[src/sv/fcdma_pkg.sv]
`timescale 1ns / 1ps
// Shared types and constants for the four-channel DMA controller.
// No dependencies; every other file of the block imports this package.
package fcdma_pkg;

	localparam logic [2:0] OP_REG_WR  = 3'd0;
	localparam logic [2:0] OP_REG_RD  = 3'd1;
	localparam logic [2:0] OP_PAGE_WR = 3'd2;
	localparam logic [2:0] OP_PAGE_RD = 3'd3;
	localparam logic [2:0] OP_SERVICE = 3'd4;

	localparam logic [3:0] REG_STATUS     = 4'h8;
	localparam logic [3:0] REG_REQUEST    = 4'h9;
	localparam logic [3:0] REG_MASK       = 4'hA;
	localparam logic [3:0] REG_MODE       = 4'hB;
	localparam logic [3:0] REG_CLEAR_FF   = 4'hC;
	localparam logic [3:0] REG_MULTI_MASK = 4'hF;

	localparam logic [1:0] TYPE_WRITE   = 2'd1;
	localparam logic [1:0] MODE_CASCADE = 2'd3;

	localparam int FLAG_BITS = 4;

	typedef struct packed {
		logic [2:0] op;
		logic [3:0] reg_index;
		logic [7:0] write_data;
		logic [1:0] channel;
	} item_t;

	typedef struct packed {
		logic [7:0]  read_data;
		logic        xfer_valid;
		logic [23:0] mem_address;
		logic        to_memory;
		logic        terminal_count;
	} result_t;

	typedef struct packed {
		logic valid;
		logic fire;
	} stage_ctl_t;

endpackage

[src/sv/fcdma_in_stage.sv]
`timescale 1ns / 1ps
// Input register stage: unpacks an accepted stream word into an item.
// Depends on fcdma_pkg.
module fcdma_in_stage (
	input  logic                clk,
	input  logic                arst_n,
	input  logic                s_tvalid,
	output logic                s_tready,
	input  logic [15:0]         s_tdata,
	input  logic [2:0]          s_tuser,
	input  logic                out_free,
	output fcdma_pkg::item_t    item_s1,
	output fcdma_pkg::stage_ctl_t ctl
);
	import fcdma_pkg::*;

	logic valid_s1;

	assign s_tready = !valid_s1 || out_free;
	assign ctl      = '{valid: valid_s1, fire: valid_s1 && out_free};

	always_ff @(posedge clk or negedge arst_n) begin
		if (!arst_n) begin
			valid_s1 <= 1'b0;
		end else if (s_tready) begin
			valid_s1 <= s_tvalid;
		end
	end

	always_ff @(posedge clk) begin
		if (s_tready && s_tvalid) begin
			item_s1.op         <= s_tuser;
			item_s1.reg_index  <= s_tdata[3:0];
			item_s1.write_data <= s_tdata[11:4];
			item_s1.channel    <= s_tdata[13:12];
		end
	end

endmodule

[src/sv/fcdma_core.sv]
`timescale 1ns / 1ps
// Channel register file and the single-pass decode of one bus event.
// Depends on fcdma_pkg.
module fcdma_core #(
	parameter int CHANNELS = 4
) (
	input  logic                 clk,
	input  logic                 arst_n,
	input  fcdma_pkg::item_t     item_s1,
	input  logic                 fire,
	input  logic                 cfg_we,
	input  logic                 cfg_wdata,
	output fcdma_pkg::result_t   result
);
	import fcdma_pkg::*;

	localparam int CH_W = (CHANNELS > 1) ? $clog2(CHANNELS) : 1;
	localparam logic [3:0] CH_LIMIT = 4'(CHANNELS);

	logic [15:0] base_addr_q [CHANNELS];
	logic [15:0] cur_addr_q  [CHANNELS];
	logic [15:0] base_cnt_q  [CHANNELS];
	logic [15:0] cur_cnt_q   [CHANNELS];
	logic [5:0]  mode_q      [CHANNELS];
	logic [7:0]  page_q      [CHANNELS];
	logic [CHANNELS-1:0] mask_q, tc_q, req_q;
	logic ff_q, word_wide_q;

	logic [CHANNELS-1:0] mask_d, tc_d, req_d;
	logic ff_d;
	logic [3:0] sel_ext, dc_ext;
	logic [CH_W-1:0] sel, dc;
	logic sel_ok, dc_ok, is_port;
	logic [15:0] a_cur, c_cur, a_base, c_base;
	logic [5:0] m_cur;
	logic [7:0] p_cur, tc_pad, req_pad;
	logic base_addr_we, cur_addr_we, base_cnt_we, cur_cnt_we, page_we, mode_we;
	logic [15:0] base_addr_wd, cur_addr_wd, base_cnt_wd, cur_cnt_wd;

	assign is_port = (item_s1.reg_index < REG_STATUS);
	assign sel_ext = (item_s1.op == OP_PAGE_WR || item_s1.op == OP_PAGE_RD ||
		item_s1.op == OP_SERVICE) ? {2'b00, item_s1.channel} :
		{2'b00, item_s1.reg_index[2:1]};
	assign dc_ext  = {2'b00, item_s1.write_data[1:0]};
	assign sel     = sel_ext[CH_W-1:0];
	assign dc      = dc_ext[CH_W-1:0];
	assign sel_ok  = (sel_ext < CH_LIMIT);
	assign dc_ok   = (dc_ext < CH_LIMIT);

	assign a_cur   = cur_addr_q[sel];
	assign c_cur   = cur_cnt_q[sel];
	assign a_base  = base_addr_q[sel];
	assign c_base  = base_cnt_q[sel];
	assign m_cur   = mode_q[sel];
	assign p_cur   = page_q[sel];
	assign tc_pad  = 8'(tc_q);
	assign req_pad = 8'(req_q);

	always_comb begin
		result       = '0;
		mask_d       = mask_q;
		tc_d         = tc_q;
		req_d        = req_q;
		ff_d         = ff_q;
		base_addr_we = 1'b0;
		cur_addr_we  = 1'b0;
		base_cnt_we  = 1'b0;
		cur_cnt_we   = 1'b0;
		page_we      = 1'b0;
		mode_we      = 1'b0;
		base_addr_wd = ff_q ? {item_s1.write_data, a_base[7:0]} :
			{a_base[15:8], item_s1.write_data};
		cur_addr_wd  = ff_q ? {item_s1.write_data, a_cur[7:0]} :
			{a_cur[15:8], item_s1.write_data};
		base_cnt_wd  = ff_q ? {item_s1.write_data, c_base[7:0]} :
			{c_base[15:8], item_s1.write_data};
		cur_cnt_wd   = ff_q ? {item_s1.write_data, c_cur[7:0]} :
			{c_cur[15:8], item_s1.write_data};
		case (item_s1.op)
			OP_REG_WR, OP_REG_RD: begin
				if (is_port) begin
					if (sel_ok) begin
						if (item_s1.op == OP_REG_WR) begin
							if (item_s1.reg_index[0]) begin
								base_cnt_we = 1'b1;
								cur_cnt_we  = 1'b1;
							end else begin
								base_addr_we = 1'b1;
								cur_addr_we  = 1'b1;
							end
						end else begin
							if (item_s1.reg_index[0]) begin
								result.read_data = ff_q ? c_cur[15:8] : c_cur[7:0];
							end else begin
								result.read_data = ff_q ? a_cur[15:8] : a_cur[7:0];
							end
						end
					end
					ff_d = ~ff_q;
				end else if (item_s1.op == OP_REG_RD) begin
					if (item_s1.reg_index == REG_STATUS) begin
						result.read_data = {req_pad[FLAG_BITS-1:0], tc_pad[FLAG_BITS-1:0]};
						tc_d = '0;
					end
				end else begin
					case (item_s1.reg_index)
						REG_REQUEST: begin
							if (dc_ok) begin
								req_d[dc] = item_s1.write_data[2];
							end
						end
						REG_MASK: begin
							if (dc_ok) begin
								mask_d[dc] = item_s1.write_data[2];
							end
						end
						REG_MODE: begin
							mode_we = dc_ok;
						end
						REG_CLEAR_FF: begin
							ff_d = 1'b0;
						end
						REG_MULTI_MASK: begin
							for (int i = 0; i < CHANNELS; i++) begin
								mask_d[i] = (i < FLAG_BITS) ? item_s1.write_data[i] : 1'b0;
							end
						end
						default: begin
						end
					endcase
				end
			end
			OP_PAGE_WR: begin
				page_we = sel_ok;
			end
			OP_PAGE_RD: begin
				if (sel_ok) begin
					result.read_data = p_cur;
				end
			end
			OP_SERVICE: begin
				if (sel_ok && !mask_q[sel] && m_cur[5:4] != MODE_CASCADE) begin
					result.xfer_valid  = 1'b1;
					result.to_memory   = (m_cur[1:0] == TYPE_WRITE);
					result.mem_address = word_wide_q ? {p_cur[7:1], a_cur, 1'b0} :
						{p_cur, a_cur};
					cur_addr_we = 1'b1;
					cur_cnt_we  = 1'b1;
					cur_addr_wd = m_cur[3] ? a_cur - 16'd1 : a_cur + 16'd1;
					cur_cnt_wd  = c_cur - 16'd1;
					if (c_cur == 16'd0) begin
						result.terminal_count = 1'b1;
						tc_d[sel]  = 1'b1;
						req_d[sel] = 1'b0;
						if (m_cur[2]) begin
							cur_addr_wd = a_base;
							cur_cnt_wd  = c_base;
						end else begin
							cur_cnt_wd  = 16'hFFFF;
							mask_d[sel] = 1'b1;
						end
					end
				end
			end
			default: begin
			end
		endcase
	end

	always_ff @(posedge clk or negedge arst_n) begin
		if (!arst_n) begin
			for (int i = 0; i < CHANNELS; i++) begin
				base_addr_q[i] <= '0;
				cur_addr_q[i]  <= '0;
				base_cnt_q[i]  <= '0;
				cur_cnt_q[i]   <= '0;
				mode_q[i]      <= '0;
				page_q[i]      <= '0;
			end
			mask_q      <= '1;
			tc_q        <= '0;
			req_q       <= '0;
			ff_q        <= 1'b0;
			word_wide_q <= 1'b0;
		end else begin
			if (cfg_we) begin
				word_wide_q <= cfg_wdata;
			end
			if (fire) begin
				mask_q <= mask_d;
				tc_q   <= tc_d;
				req_q  <= req_d;
				ff_q   <= ff_d;
				if (base_addr_we) begin
					base_addr_q[sel] <= base_addr_wd;
				end
				if (cur_addr_we) begin
					cur_addr_q[sel] <= cur_addr_wd;
				end
				if (base_cnt_we) begin
					base_cnt_q[sel] <= base_cnt_wd;
				end
				if (cur_cnt_we) begin
					cur_cnt_q[sel] <= cur_cnt_wd;
				end
				if (page_we) begin
					page_q[sel] <= item_s1.write_data;
				end
				if (mode_we) begin
					mode_q[dc] <= item_s1.write_data[7:2];
				end
			end
		end
	end

endmodule

[src/sv/fcdma_out_stage.sv]
`timescale 1ns / 1ps
// Result register stage: holds one result word until the sink takes it.
// Depends on fcdma_pkg.
module fcdma_out_stage (
	input  logic                  clk,
	input  logic                  arst_n,
	input  fcdma_pkg::stage_ctl_t ctl,
	input  fcdma_pkg::result_t    result,
	output logic                  out_free,
	output logic                  m_tvalid,
	input  logic                  m_tready,
	output logic [39:0]           m_tdata,
	output logic [0:0]            m_tuser
);
	import fcdma_pkg::*;

	result_t result_q;

	assign out_free = !m_tvalid || m_tready;

	always_ff @(posedge clk or negedge arst_n) begin
		if (!arst_n) begin
			m_tvalid <= 1'b0;
		end else if (ctl.fire) begin
			m_tvalid <= 1'b1;
		end else if (m_tready) begin
			m_tvalid <= 1'b0;
		end
	end

	always_ff @(posedge clk) begin
		if (ctl.fire) begin
			result_q <= result;
		end
	end

	assign m_tdata = {6'b0, result_q.terminal_count, result_q.to_memory,
		result_q.mem_address, result_q.read_data};
	assign m_tuser = result_q.xfer_valid;

endmodule

[src/sv/four_channel_dma_controller.sv]
`timescale 1ns / 1ps
// Top level of the four-channel DMA controller; instantiates fcdma_in_stage,
// fcdma_core and fcdma_out_stage and uses fcdma_pkg.
//
// Each input word is one bus event: a controller port write or read, a page
// register write or read, or a single-transfer service on one channel. Every
// word yields exactly one result word, which passes through the input register
// and is presented from the result register, and a new word is accepted every
// cycle while the result side keeps up; the rate is set by the read-modify-write
// of the channel register file between the input register and the result
// register. A stalled result stalls the input only once both registers are full.
// The word_wide register may be written only while no word is in flight.
module four_channel_dma_controller #(
	parameter int CHANNELS = 4
) (
	input  logic        clk,
	input  logic        arst_n,
	input  logic        s_tvalid,
	output logic        s_tready,
	// s_tdata: reg_index[3:0], write_data[11:4], channel[13:12], zero [15:14].
	input  logic [15:0] s_tdata,
	// s_tuser: op[2:0].
	input  logic [2:0]  s_tuser,
	output logic        m_tvalid,
	input  logic        m_tready,
	// m_tdata: read_data[7:0], mem_address[31:8], to_memory[32],
	// terminal_count[33], zero [39:34].
	output logic [39:0] m_tdata,
	// m_tuser: xfer_valid[0].
	output logic [0:0]  m_tuser,
	input  logic        cfg_we,
	input  logic        cfg_wdata
);
	import fcdma_pkg::*;

	item_t      item_s1;
	result_t    result;
	stage_ctl_t ctl;
	logic       out_free;

	fcdma_in_stage u_in (
		.clk      (clk),
		.arst_n   (arst_n),
		.s_tvalid (s_tvalid),
		.s_tready (s_tready),
		.s_tdata  (s_tdata),
		.s_tuser  (s_tuser),
		.out_free (out_free),
		.item_s1  (item_s1),
		.ctl      (ctl)
	);

	fcdma_core #(
		.CHANNELS (CHANNELS)
	) u_core (
		.clk       (clk),
		.arst_n    (arst_n),
		.item_s1   (item_s1),
		.fire      (ctl.fire),
		.cfg_we    (cfg_we),
		.cfg_wdata (cfg_wdata),
		.result    (result)
	);

	fcdma_out_stage u_out (
		.clk      (clk),
		.arst_n   (arst_n),
		.ctl      (ctl),
		.result   (result),
		.out_free (out_free),
		.m_tvalid (m_tvalid),
		.m_tready (m_tready),
		.m_tdata  (m_tdata),
		.m_tuser  (m_tuser)
	);

	// A pending item that cannot move on must keep its contents.
	a_hold_s1: assert property (@(posedge clk) disable iff (!arst_n)
		ctl.valid && !out_free |=> ctl.valid && $stable(item_s1))
		else $error("input stage item changed while stalled");

	// The input side stalls only when both stages are full and the sink waits.
	a_stall_full: assert property (@(posedge clk) disable iff (!arst_n)
		!s_tready |-> ctl.valid && m_tvalid && !m_tready)
		else $error("input stalled with room in the pipeline");

	// Terminal count is only reported on a performed transfer.
	a_tc_xfer: assert property (@(posedge clk) disable iff (!arst_n)
		m_tvalid && m_tdata[33] |-> m_tuser[0])
		else $error("terminal count without a transfer");

	// A transfer result never carries read data.
	a_xfer_rd: assert property (@(posedge clk) disable iff (!arst_n)
		m_tvalid && m_tuser[0] |-> m_tdata[7:0] == 8'd0)
		else $error("transfer result with nonzero read data");

endmodule

[config.mk]
export PLATFORM = sky130hd
export DESIGN_NAME = four_channel_dma_controller
export DESIGN_NICKNAME = d
export VERILOG_FILES = /design/src/sv/fcdma_pkg.sv /design/src/sv/fcdma_in_stage.sv /design/src/sv/fcdma_core.sv /design/src/sv/fcdma_out_stage.sv /design/src/sv/four_channel_dma_controller.sv
export SDC_FILE = /design/constraint.sdc
export NUM_CORES = 1
export LEC_CHECK = 0
export BUFFER_PORTS_ARGS = -buffer_cell sky130_fd_sc_hd__buf_2
export CAP_MARGIN = 10
export CORE_ASPECT_RATIO = 0.9
export CORE_MARGIN = 2
export CORE_UTILIZATION = 40
export CTS_CLUSTER_SIZE = 28
export DETAILED_ROUTE_END_ITERATION = 7
export PLACE_DENSITY = 0.64
export SLEW_MARGIN = 20
export SYNTH_ARGS = -nofsm -noshare
export SYNTH_HDL_FRONTEND = slang
export SYNTH_HIERARCHICAL = 1
export SYNTH_SLANG_ARGS = --single-unit
[constraint.sdc]
create_clock -name clk -period 4.94 [get_ports clk]
set_input_delay 1.482 -clock clk [delete_from_list [all_inputs] [get_ports clk]]
set_output_delay 1.482 -clock clk [all_outputs]
set_load 0.02 [all_outputs]
[Word level (Yosys, flattened, before mapping)]
Index checks and enable logic that the tools add are counted.
Storage, ports and cells
  bits in registers: 380
  input port bits: 25
  output and inout bits: 43
  word-level logic and storage cells: 230
Operators by class
  $add $sub $neg: 3
  magnitude comparators: 11
  equality and inequality tests: 24
  mux-type cells: 109
  bitwise operators: 9
  reductions and logical operators: 33
Operator list (count)
  $mux 16: 22
  $bwmux 64: 4
  $bmux 16 s2: 4
  $mux 8: 12
  $mux 4: 17
  $bwmux 32: 1
  $demux 16 s2: 1
  $pmux 4 s2: 4
  $sub 16x1->16 const B: 2
  $mux 27: 1
  $mux 1: 25
  $bwmux 24: 1
  $eq 4x4->1 const B: 6
  $mux 6: 3
  $mux 17: 1
  $add 16x1->16 const B: 1
  $bmux 8 s2: 1
  $demux 8 s2: 1
  $logic_not 16->1: 1
  $pmux 8 s2: 1
  $ne 2x2->1 const B: 7
  $reduce_and 2->1: 7
  $bmux 6 s2: 1
  $demux 6 s2: 1
  34 further kinds: 64

[Longest topological paths before layout]
Gate-level depths: netlist (run 1).
  depth in word-level cells: 15
  gate-level depth with buffers: 24
  depth with buffers taken out: 17

[Modules after synthesis]
Netlist (run 1), hierarchy kept.
Modules (own cells, without submodules)
  fcdma_core: instances 1, cells an instance 1999, area each 17925.9 µm², sequential area each 8162.8 µm²
  fcdma_out_stage: instances 1, cells an instance 45, area each 1147.4 µm², sequential area each 1076.0 µm²
  fcdma_in_stage: instances 1, cells an instance 23, area each 578.1 µm², sequential area each 535.5 µm²

[Worst setup path after synthesis (run 1)]
Ideal clock, no wire load.
  path type: in2reg
  from: input m_tready
  to: register u_core/cur_cnt_q[10] (netlist name)
  arrival time: 4.292 ns
  required time: 4.815 ns
  slack: 0.524 ns
  stages: 8
  path buffers: 1
  cell sequence: nand2b_4 > and2_1 > inv_1 > a211oi_1 > nand2_1 > nor2_2 > buf_2 > mux2_2
RTL lines
  from (decl): line four_channel_dma_controller.sv:25  | input logic m_tready,
  to (signal, indexed assignment): line fcdma_core.sv:204  | cur_cnt_q[sel] <= cur_cnt_wd;
  to (decl): line fcdma_core.sv:23  | logic [15:0] cur_cnt_q [CHANNELS];

[Worst setup path in the final report (run 1)]
  from: register, netlist name u_in/item_s1[11]
  to: register u_core/cur_addr_q[43] (netlist name)
On the way
  longest elaborated chain between the ends: 12
RTL lines
  $mux 2: line fcdma_core.sv:42  | item_s1.op == OP_SERVICE) ? {2'b00, item_s1.channel} :
  $not 2->3 (not written as such)
  $bmux 16 s2: line fcdma_core.sv:50  | assign a_cur = cur_addr_q[sel];
  $mux 16 (not written as such) (2 in a row): line fcdma_core.sv:50
  $add 16x1->16 or $sub 16x1->16 (tied branches): line fcdma_core.sv:149  | cur_addr_wd = m_cur[3] ? a_cur - 16'd1 : a_cur + 16'd1;
  $mux 16: line fcdma_core.sv:149
  $mux 16: line fcdma_core.sv:155  | if (m_cur[2]) begin
  $mux 16: line fcdma_core.sv:151  | if (c_cur == 16'd0) begin
  $mux 16: line fcdma_core.sv:142  | if (sel_ok && !mask_q[sel] && m_cur[5:4] != MODE_CASCADE) begin
  $mux 16: line fcdma_core.sv:79  | case (item_s1.op)
  $bwmux 64: line fcdma_core.sv:198  | cur_addr_q[sel] <= cur_addr_wd;
  to (signal, indexed assignment): line fcdma_core.sv:198
  to (decl): line fcdma_core.sv:21  | logic [15:0] cur_addr_q [CHANNELS];
Several ways; a longest one is shown, not always the timed one. The select of a mux whose other input is x is not followed.
A chain may end at the register's enable or synchronous reset.

==> reports/results.tsv, run 1 <==
metric	value	unit
grt_setup_unrepaired	false	
cts.path.max_buffers	3	
diodes	0	
path_class	reg -> reg	
clock_sinks	380	
drtIter0Drc	1651	
grt_pass1_wl	90.8	mm
grt_overflow_total	0	
cts.repair.resized	0	
vdd_ir_drop_max	0.237	mV
cts-hold-fix-buffers	0	
tightest_slew	1.04	ns
grt_pass1_vias	15500	
fin_crit	4.76	ns
critPathCapture	u_core/cur_addr_q[43]	
cp-end-kind	flop	
status	finished, final reports clean	
cts_tree	done	
antenna_found_initial	0	
layout-drive-gt1-share	19.9	%
cts.reportedPaths.clkPinSlew	0.06	ns
clock-skew-final	0.0189	ns
reg2reg_slack	0.18	ns
grtUsageTotal	22.8	%
synth.avg_cell_area	9.51	um2
cp-startpoint	u_in/item_s1[11]	
cts_buffers	40	
drtPass1Iterations	5	
hold_class	reg -> reg	
power_frac_clock	31.0	%
root_buffer	clkbuf_16	
p_sw_share	34.1	%
place_congestion	0.912	
r2r-start	u_in/item_s1[11]	
initial_core_util	40.2	%
fmax	210	MHz
area_delta_synth_final	12.1	%
yosys_warnings	6	
setup_violations	0	
worstRegToRegCells	14	
drt-wirelength-per-cell	21.1	um
hpwl	38.5	mm
p_int	6420	uW
core_area	48800	um2
dpl_worst_slack	0.272	ns
p_switching	3310	uW
ios	68	
synthCells	2066	
layout.nets	2130	
required	5.45	ns
die_h	214	um
rr_endpoint	u_core/cur_addr_q[43]	
p_comb_share	27.5	%
drv_cap	0	
finalWirelength	58.1	mm
slew_violations	0	
numPortBuffers	59	
netlist_area	19600	um2
vias	16000	
die-area	50900	um2
grt_max_degree	99	
clock_latency	0.57	ns
via_per_inst	5.81	
arrival	5.27	ns
postCtsSetupBuffers	0	
path_max_fanout	17	
die_width	238	um
finalHoldViolations	0	
p_leak	0.00972	uW
pwr_density_cell	442	nW/um2
h-tree-depth	2	
min_period_over_period	96.4	%
setup_slack	0.178	ns
fin_setup_tns	0	ns
slew_headroom	30.7	%
worst_setup_path_start_kind	flop	
remaining_drc_errors	0	
fillCellCount	4582	
pwr-share-seq	41.5	%
final_antenna_net_count	0	
total_power	9730	uW
core.rowCount	77	
==> worst max-delay path: stages (launching register included) <==
cell	delay, ns
edfxtp_1	0.54
mux2_4	0.33
nand2_2	0.33
nand2_4	0.26
a211oi_1	0.31
a31o_2	0.23
ha_1	0.23
inv_1	0.08
a221oi_4	0.31
nand4_4	0.21
or4_1	0.73
or3_1	0.50
a31oi_1	0.31
buf_4	0.19
mux2_2	0.14
==> power by group through the flow <==
| stage | registers, uW | clock network (uW) | logic, uW |
|---|---|---|---|
| after floorplan | 3990 | 0 | 1800 |
| after global placement | 4050 | 0 | 2560 |
| after CTS | 4030 | 3080 | 2630 |
| final | 4040 | 3010 | 2680 |
| after global routing | 4100 | 3210 | 2900 |
| after detailed placement | 4090 | 0 | 2620 |
==> flip-flops by register name (all words and copies together), names as in the netlist <==
register,flops
u_core/ff_q,1
u_core/cur_addr_q,64
u_core/mode_q,24
u_core/mask_q,4
u_out/m_tvalid,1
u_in/item_s1,17
u_core/word_wide_q,1
u_core/base_cnt_q,64
u_core/tc_q,4
u_core/page_q,32
u_in/valid_s1,1
u_out/m_tuser,1
u_core/base_addr_q,64
u_core/req_q,4
u_out/m_tdata,34
u_core/cur_cnt_q,64
==> cell type report <==
class | count | area (um2) | share of cell area (%)
Clock buffer | 55 | 1130 | 5.13
Timing Repair Buffer | 125 | 888 | 4.03
Multi-Input combinational cell | 1531 | 9210 | 41.8
Sequential cell | 380 | 9780 | 44.4
Inverter | 16 | 61.3 | 0.278
Tap cell | 632 | 791 | 3.59
Clock inverter | 18 | 175 | 0.795
==> placed cells by master (no fill, tap or decap), types with 27 or more instances in the layout <==
cell and instances:
a211oi_1 27, a21oi_1 141, a31oi_1 50, and3_1 55, buf_2 58, buf_4 59, clkbuf_16 42, dfrtp_1 323
edfxtp_1 52, mux2_2 164, mux2i_1 28, nand2_1 380, nand3_1 87, nor2_1 202, o21ai_0 132
==> metrics by stage <==
stage | hold slack (ns) | std cells | utilization, % | cell area (um2)
3_5_place_dp | 0.464 | 2684 | 42.4 | 20700
4_1_cts | 0.477 | 2757 | 45.1 | 22000
2_1_floorplan | 0.442 | 2071 | - | 19700
6_report | 0.474 | 2757 | 45.1 | 22000
3_3_place_gp | 0.456 | 2684 | 42.4 | 20700
5_1_grt | 0.501 | 2757 | 45.1 | 22000
==> routing by layer <==
metal	vias up	global-route usage, %	part of all wire [%]
met5	-	0	0
met2	561	35.3	45
met3	115	3.23	6.2
met4	0	8.68	3.2
li1	7326	-	-
met1	8006	32.6	45
==> how the worst min path moves through the flow <==
stage	startpoint	endpoint	slack [ns]	depth (start not counted)
6_report	u_core/cur_addr_q[17]	u_core/cur_addr_q[17]	0.47	2
5_1_grt	u_core/base_addr_q[55]	u_core/base_addr_q[55]	0.50	2
4_1_cts	u_core/cur_addr_q[17]	u_core/cur_addr_q[17]	0.48	2
3_5_place_dp	u_core/cur_addr_q[17]	u_core/cur_addr_q[17]	0.46	2
3_3_place_gp	u_core/cur_addr_q[17]	u_core/cur_addr_q[17]	0.46	2
2_1_floorplan	u_core/cur_addr_q[17]	u_core/cur_addr_q[17]	0.44	2
Note: power is estimated with default switching activity, not from simulation.
==> run 2, diff against run 1 <==
--- a/config.mk
+++ b/config.mk
@@ -12,7 +12,7 @@
 export CORE_UTILIZATION = 40
 export CTS_CLUSTER_SIZE = 28
 export DETAILED_ROUTE_END_ITERATION = 7
-export PLACE_DENSITY = 0.64
+export PLACE_DENSITY_LB_ADDON = 0.3
 export SLEW_MARGIN = 20
 export SYNTH_ARGS = -nofsm -noshare
 export SYNTH_HDL_FRONTEND = slang
==> constraint.sdc (replaced) <==
create_clock -name clk -period 4.94 [get_ports clk]
set_input_delay 0.247 -clock clk [delete_from_list [all_inputs] [get_ports clk]]
set_output_delay 0.247 -clock clk [all_outputs]
set_load 0.02 [all_outputs]
==> run 2 against run 1 <==
Net effect: wire length down 0.58%; cell area up 0.57%; core utilization up 0.26 points; global-route usage about the same; critical endpoint unchanged; largest power group unchanged; highest routed layer unchanged.
==> reports/results.tsv, run 2 (synthesis results as in run 1) <==
metric	value	unit	change
status	finished, final reports clean		
clock_latency	0.55	ns	-0.02 ns
clock_sinks	380		unchanged
tightest_slew	1.07	ns	+0.0326 ns
place_congestion	0.891		-2.4%
die-area	50900	um2	unchanged
h-tree-depth	2		unchanged
layout_commonest_cell	nand2_1		
drtPass1Iterations	5		unchanged
setup_violations	0		unchanged
antenna_found_initial	1		+1
cts_tree	done		
fin_area	22200	um2	+0.57%
vias	16000		-0.22%
crit_path_max_incr_delay	0.74	ns	about the same
vdd_ir_drop_max	0.259	mV	+9.3%
critPathBufInv	1		-1
finalWirelength	57.8	mm	-0.58%
core.rowCount	77		unchanged
remaining_drc_errors	0		unchanged
hpwl	38.5	mm	-0.10%
final_cell_mix	nand2_1 (379), dfrtp_1 (323), nor2_1 (202)		
fin_setup_tns	0	ns	unchanged
die_h	214	um	unchanged
grtUsageTotal	22.8	%	about the same
fin_crit	4.56	ns	-0.204 ns
via_per_inst	5.76		-0.76%
slew_violations	0		unchanged
postCtsSetupBuffers	0		unchanged
post_dp_cell_area	20600	um2	-0.40%
layout-drive-gt1-share	19.3	%	-0.65 points
grt_pass1_wl	90.9	mm	about the same
grt_overflow_total	0		unchanged
ios	68		unchanged
pwr_density_cell	436	nW/um2	-1.3%
dpl_worst_slack	0.455	ns	+0.183 ns
clock-skew-final	0.0229	ns	+0.00404 ns
drv_cap	0		unchanged
min_period_over_period	92.3	%	-4.1 points
drt-wirelength-per-cell	20.8	um	-1.1%
path_class	reg -> reg		
cts_buffers	40		unchanged
arrival	5.05	ns	-0.22 ns
layout.nets	2146		+0.75%
final_antenna_net_count	0		unchanged
finalHoldViolations	0		unchanged
fin_cells	2772		+0.54%
grt_pass1_vias	15700		+1.1%
root_buffer	clkbuf_16		
cts.repair.resized	0		unchanged
required	5.43	ns	-0.02 ns
p_leak	0.00975	uW	+0.36%
drtIter0Drc	1725		+4.5%
setup_slack	0.382	ns	+0.204 ns
slew_headroom	28.3	%	-2.3 points
whs	0.245	ns	-0.229 ns
cp_top_family	simple AND/OR/NAND/NOR gates		
worst_setup_path_start_kind	flop		
grt_setup_unrepaired	false		
die_width	238	um	unchanged
grt_max_degree	145		+46%
path_max_fanout	15		-2
cts.path.max_buffers	3		unchanged
cp-end-kind	flop		
hold_class	in -> async		
cpMaxStageDelayCell	or4_1		
core_area	48800	um2	unchanged
initial_core_util	40.2	%	unchanged
dp.cells	2678		-0.22%
numPortBuffers	59		unchanged
area_delta_synth_final	12.8	%	
fmax	219	MHz	+4.5%
cts.reportedPaths.clkPinSlew	0.06	ns	about the same
diodes	0		unchanged
crit_chain	mux2_4, nand2_2, nand2_4, a211oi_1, a31o_2, ha_1, inv_1, a221oi_4, nand4_4, or4_1, or3_1, a31oi_1, mux2_2		
run 2: cell count changes in the layout (fill, tap and decap cells not counted), moves of 2 or more:
cell	change
dlygate4sd3_1	+22
clkbuf_1	+4
buf_12	-3
buf_4	-3
inv_6	+2
clkbuf_8	+3
bufinv_16	-2
clkinv_2	-8
run 2: metal layers:
metal,part of all wire (%),up-vias,track usage (%)
li1,-,7356,-
met1,45,7955,32.2
met2,45,562,35.5
met3,7.1,100,4.42
met4,3.0,0,7.36
met5,0,-,0
run 2: worst paths after layout:
path / from / endpoint / slack, ns / depth (start not counted)
min in group clk: s_tdata[9] / u_in/item_s1[7] / 0.41 / 2
worst max register to register: u_in/item_s1[11] / u_core/cur_addr_q[43] / 0.38 / 13
worst min register to register: u_core/base_cnt_q[57] / u_core/base_cnt_q[57] / 0.48 / 2
worst max-delay path: u_in/item_s1[11] / u_core/cur_addr_q[43] / 0.38 / 13
max in group asynchronous: arst_n / u_core/cur_addr_q[63] / 3.44 / 3
worst min-delay path: arst_n / u_core/base_addr_q[40] / 0.25 / 2
run 2: worst register-to-register path, cell delays in order (launching register included):
cell and delay [ns]:
edfxtp_1 0.52, mux2_4 0.32, nand2_2 0.28, nand2_4 0.21, a211oi_1 0.27, a31o_2 0.22
ha_1 0.22, inv_1 0.07, a221oi_4 0.28, nand4_4 0.21, or4_1 0.74, or3_1 0.47
a31oi_1 0.43, mux2_2 0.25
run 2: what timing repair did:
item,4_1_cts,5_1_grt
endpoints found under the setup margin,0,0
hold endpoints to repair,77,0
hold buffers,22,0
run 2: cell type report:
cell class | count | area [um2]
Inverter | 16 | 61.3
Clock inverter | 9 | 85.1
Multi-Input combinational cell | 1531 | 9210
Tap cell | 632 | 791
Fill cell | 4583 | 26700
Timing Repair Buffer | 141 | 1030
Clock buffer | 63 | 1210
Sequential cell | 380 | 9780
run 2: per-stage QoR:
| step | utilization [%] | total power, uW |
|---|---|---|
| 2_1_floorplan | - | 5790 |
| 3_3_place_gp | 42.2 | 6590 |
| 3_5_place_dp | 42.2 | 6670 |
| 4_1_cts | 45.3 | 9690 |
| 5_1_grt | 45.4 | 10200 |
| 6_report | 45.4 | 9660 |
run 2: where the power goes:
group	leakage (uW)	switching (uW)	internal (uW)
Clock	0.000632	1240	1740
Combinational	0.00420	1750	939
Sequential	0.00492	284	3710
Total	0.00975	3270	6390
==> run 3, diff against run 2 <==
--- a/config.mk
+++ b/config.mk
@@ -9,7 +9,7 @@
 export CAP_MARGIN = 10
 export CORE_ASPECT_RATIO = 0.9
 export CORE_MARGIN = 2
-export CORE_UTILIZATION = 40
+export CORE_UTILIZATION = 50
 export CTS_CLUSTER_SIZE = 28
 export DETAILED_ROUTE_END_ITERATION = 7
 export PLACE_DENSITY_LB_ADDON = 0.3
==> constraint.sdc (replaced) <==
create_clock -name clk -period 5 [get_ports clk]
set_input_delay 0.25 -clock clk [delete_from_list [all_inputs] [get_ports clk]]
set_output_delay 0.25 -clock clk [all_outputs]
set_load 0.02 [all_outputs]
==> run 3 against run 2 <==
Net effect: sequential cell count stayed put; worst hold slack improved by 0.032 ns; sequential power about the same; final cell count is 4.0% lower; cell area down 0.48%; critical endpoint is now u_core/req_q[0]; largest power group unchanged.
==> reports/results.tsv, run 3 (synthesis results as in run 1) <==
metric	value	unit	change
ios	68		unchanged
final_util	57.2	%	+12 points
grt_pass1_vias	15500		-1.2%
required	5.43	ns	about the same
clock_sinks	380		unchanged
vias	16100		+0.53%
crit_chain	or3b_4, o211ai_4, nand2_4, a211oi_1, a31o_2, ha_1, inv_1, a221oi_4, nand4_4, or3_1, nor3_1, o21a_1, nand2_1, o21ai_0, o221ai_1		
worstRegToRegCells	15		+2
setup_violations	0		unchanged
layout_commonest_cell	nand2_1		
layout.nets	2143		-0.14%
grt_overflow_total	0		unchanged
cts.path.max_buffers	3		unchanged
cts_tree	done		
cts.reportedPaths.clkPinSlew	0.06	ns	about the same
slew_violations	0		unchanged
area_delta_synth_final	12.2	%	
fin_crit	4.64	ns	+0.0838 ns
grt_pass1_wl	88.2	mm	-3.0%
cts-hold-fix-buffers	22		unchanged
grt_max_degree	136		-6.2%
clock-skew-final	0.0295	ns	+0.00661 ns
whs	0.277	ns	+0.0315 ns
cts.repair.resized	0		unchanged
min_period_over_period	92.8	%	+0.57 points
worst_setup_path_start_kind	flop		
place_congestion	0.920		+3.3%
vdd_ir_drop_max	0.369	mV	+42%
slew_headroom	28.9	%	+0.58 points
hpwl	37.6	mm	-2.4%
crit_path_max_incr_delay	0.48	ns	-0.26 ns
cts_buffers	40		unchanged
rr_endpoint	u_core/req_q[0]		
path_max_fanout	14		-1
final_cell_mix	nand2_1 (381), dfrtp_1 (323), nor2_1 (202)		
path_class	reg -> reg		
core_area	38500	um2	-21%
core.rowCount	68		-12%
final_antenna_net_count	0		unchanged
die_h	192	um	-10%
p_leak	0.00978	uW	+0.28%
grt_setup_unrepaired	false		
layout-drive-gt1-share	19.5	%	+0.27 points
tightest_slew	1.06	ns	-0.00873 ns
reg2reg_slack	0.36	ns	-0.02 ns
initial_core_util	51.0	%	+11 points
fin_setup_tns	0	ns	unchanged
cp-end-kind	flop		
status	finished, final reports clean		
pwr_density_cell	438	nW/um2	+0.42%
h-tree-depth	2		unchanged
via_per_inst	6.03		+4.7%
diodes	0		unchanged
clock_latency	0.56	ns	about the same
r2r-start	u_in/item_s1[16]		
fillCellCount	3309		-28%
postCtsSetupBuffers	0		unchanged
dp.cells	2568		-4.1%
die_width	213	um	-10%
drv_cap	0		unchanged
die-area	40900	um2	-20%
drt-wirelength-per-cell	21.5	um	+3.1%
drtPass1Iterations	6		+1
root_buffer	clkbuf_16		
antenna_found_initial	2		+1
finalWirelength	57.2	mm	-1.0%
fmax	215	MHz	-1.8%
numPortBuffers	59		unchanged
grtUsageTotal	28.2	%	+5.3 points
finalHoldViolations	0		unchanged
remaining_drc_errors	0		unchanged
arrival	5.07	ns	+0.02 ns
fin_cells	2661		-4.0%
hold_class	in -> async		
cpMaxStageDelayCell	edfxtp_1		
drtIter0Drc	1674		-3.0%
-- run 3: cell count changes in the layout (fill, tap and decap cells not counted), sizes merged --
cell	before	now
clkinv	8	11
buf	119	116
clkbuf	63	56
clkinvlp	0	1
bufinv	1	3
-- run 3: through the flow --
stage / total power, uW / setup WS, ns / cell area (um2)
2_1_floorplan: 5720 / 0.817 / 19700
3_3_place_gp: 6490 / 0.579 / 20500
3_5_place_dp: 6580 / 0.501 / 20500
4_1_cts: 9650 / 0.445 / 22000
5_1_grt: 10100 / 0.0403 / 22000
6_report: 9650 / 0.358 / 22000
-- run 3: critical path, delay by kind of cell, from the launching register on --
kind / cells / cell delay, ns
AND/OR/NAND/NOR: 6 / 2.03
AO/OA/AOI/OAI: 7 / 1.69
flip-flops: 1 / 0.48
adder cells (fa/ha/maj): 1 / 0.22
buffers and inverters: 1 / 0.08
-- run 3: report_power, final --
group,internal [uW],switching [uW],total [uW]
logic,925,1730,2650
clock network,1820,1220,3040
registers,3670,296,3960
total,6410,3240,9650
-- run 3: worst max-delay path by stage --
stage / slack (ns) / cells after the start / from / end
global placement: 0.58 / 15 / u_in/item_s1[11] / u_core/cur_addr_q[13]
CTS: 0.45 / 15 / u_in/item_s1[16] / u_core/cur_addr_q[27]
global route: 0.04 / 15 / u_in/item_s1[16] / u_core/req_q[0]
floorplan: 0.82 / 20 / u_in/item_s1[16] / u_core/cur_addr_q[31]
finish: 0.36 / 15 / u_in/item_s1[16] / u_core/req_q[0]
detailed placement: 0.50 / 15 / u_in/item_s1[14] / u_core/cur_addr_q[27]
-- run 3: final cells by class --
cell class | count | area (um2) | area share, %
Tap cell | 525 | 657 | 2.98
Multi-Input combinational cell | 1531 | 9200 | 41.7
Clock buffer | 56 | 1190 | 5.41
Timing Repair Buffer | 138 | 1000 | 4.55
Inverter | 16 | 61.3 | 0.278
Clock inverter | 15 | 158 | 0.715
Sequential cell | 380 | 9780 | 44.3
-- run 3: per-layer routing --
metal / vias up / global-route usage [%] / wire (um)
met5: - / 0 / 0
met4: 0 / 10.5 / 2100
met3: 134 / 6.72 / 4810
met2: 660 / 44.0 / 25800
met1: 7915 / 38.2 / 24500
li1: 7348 / - / -
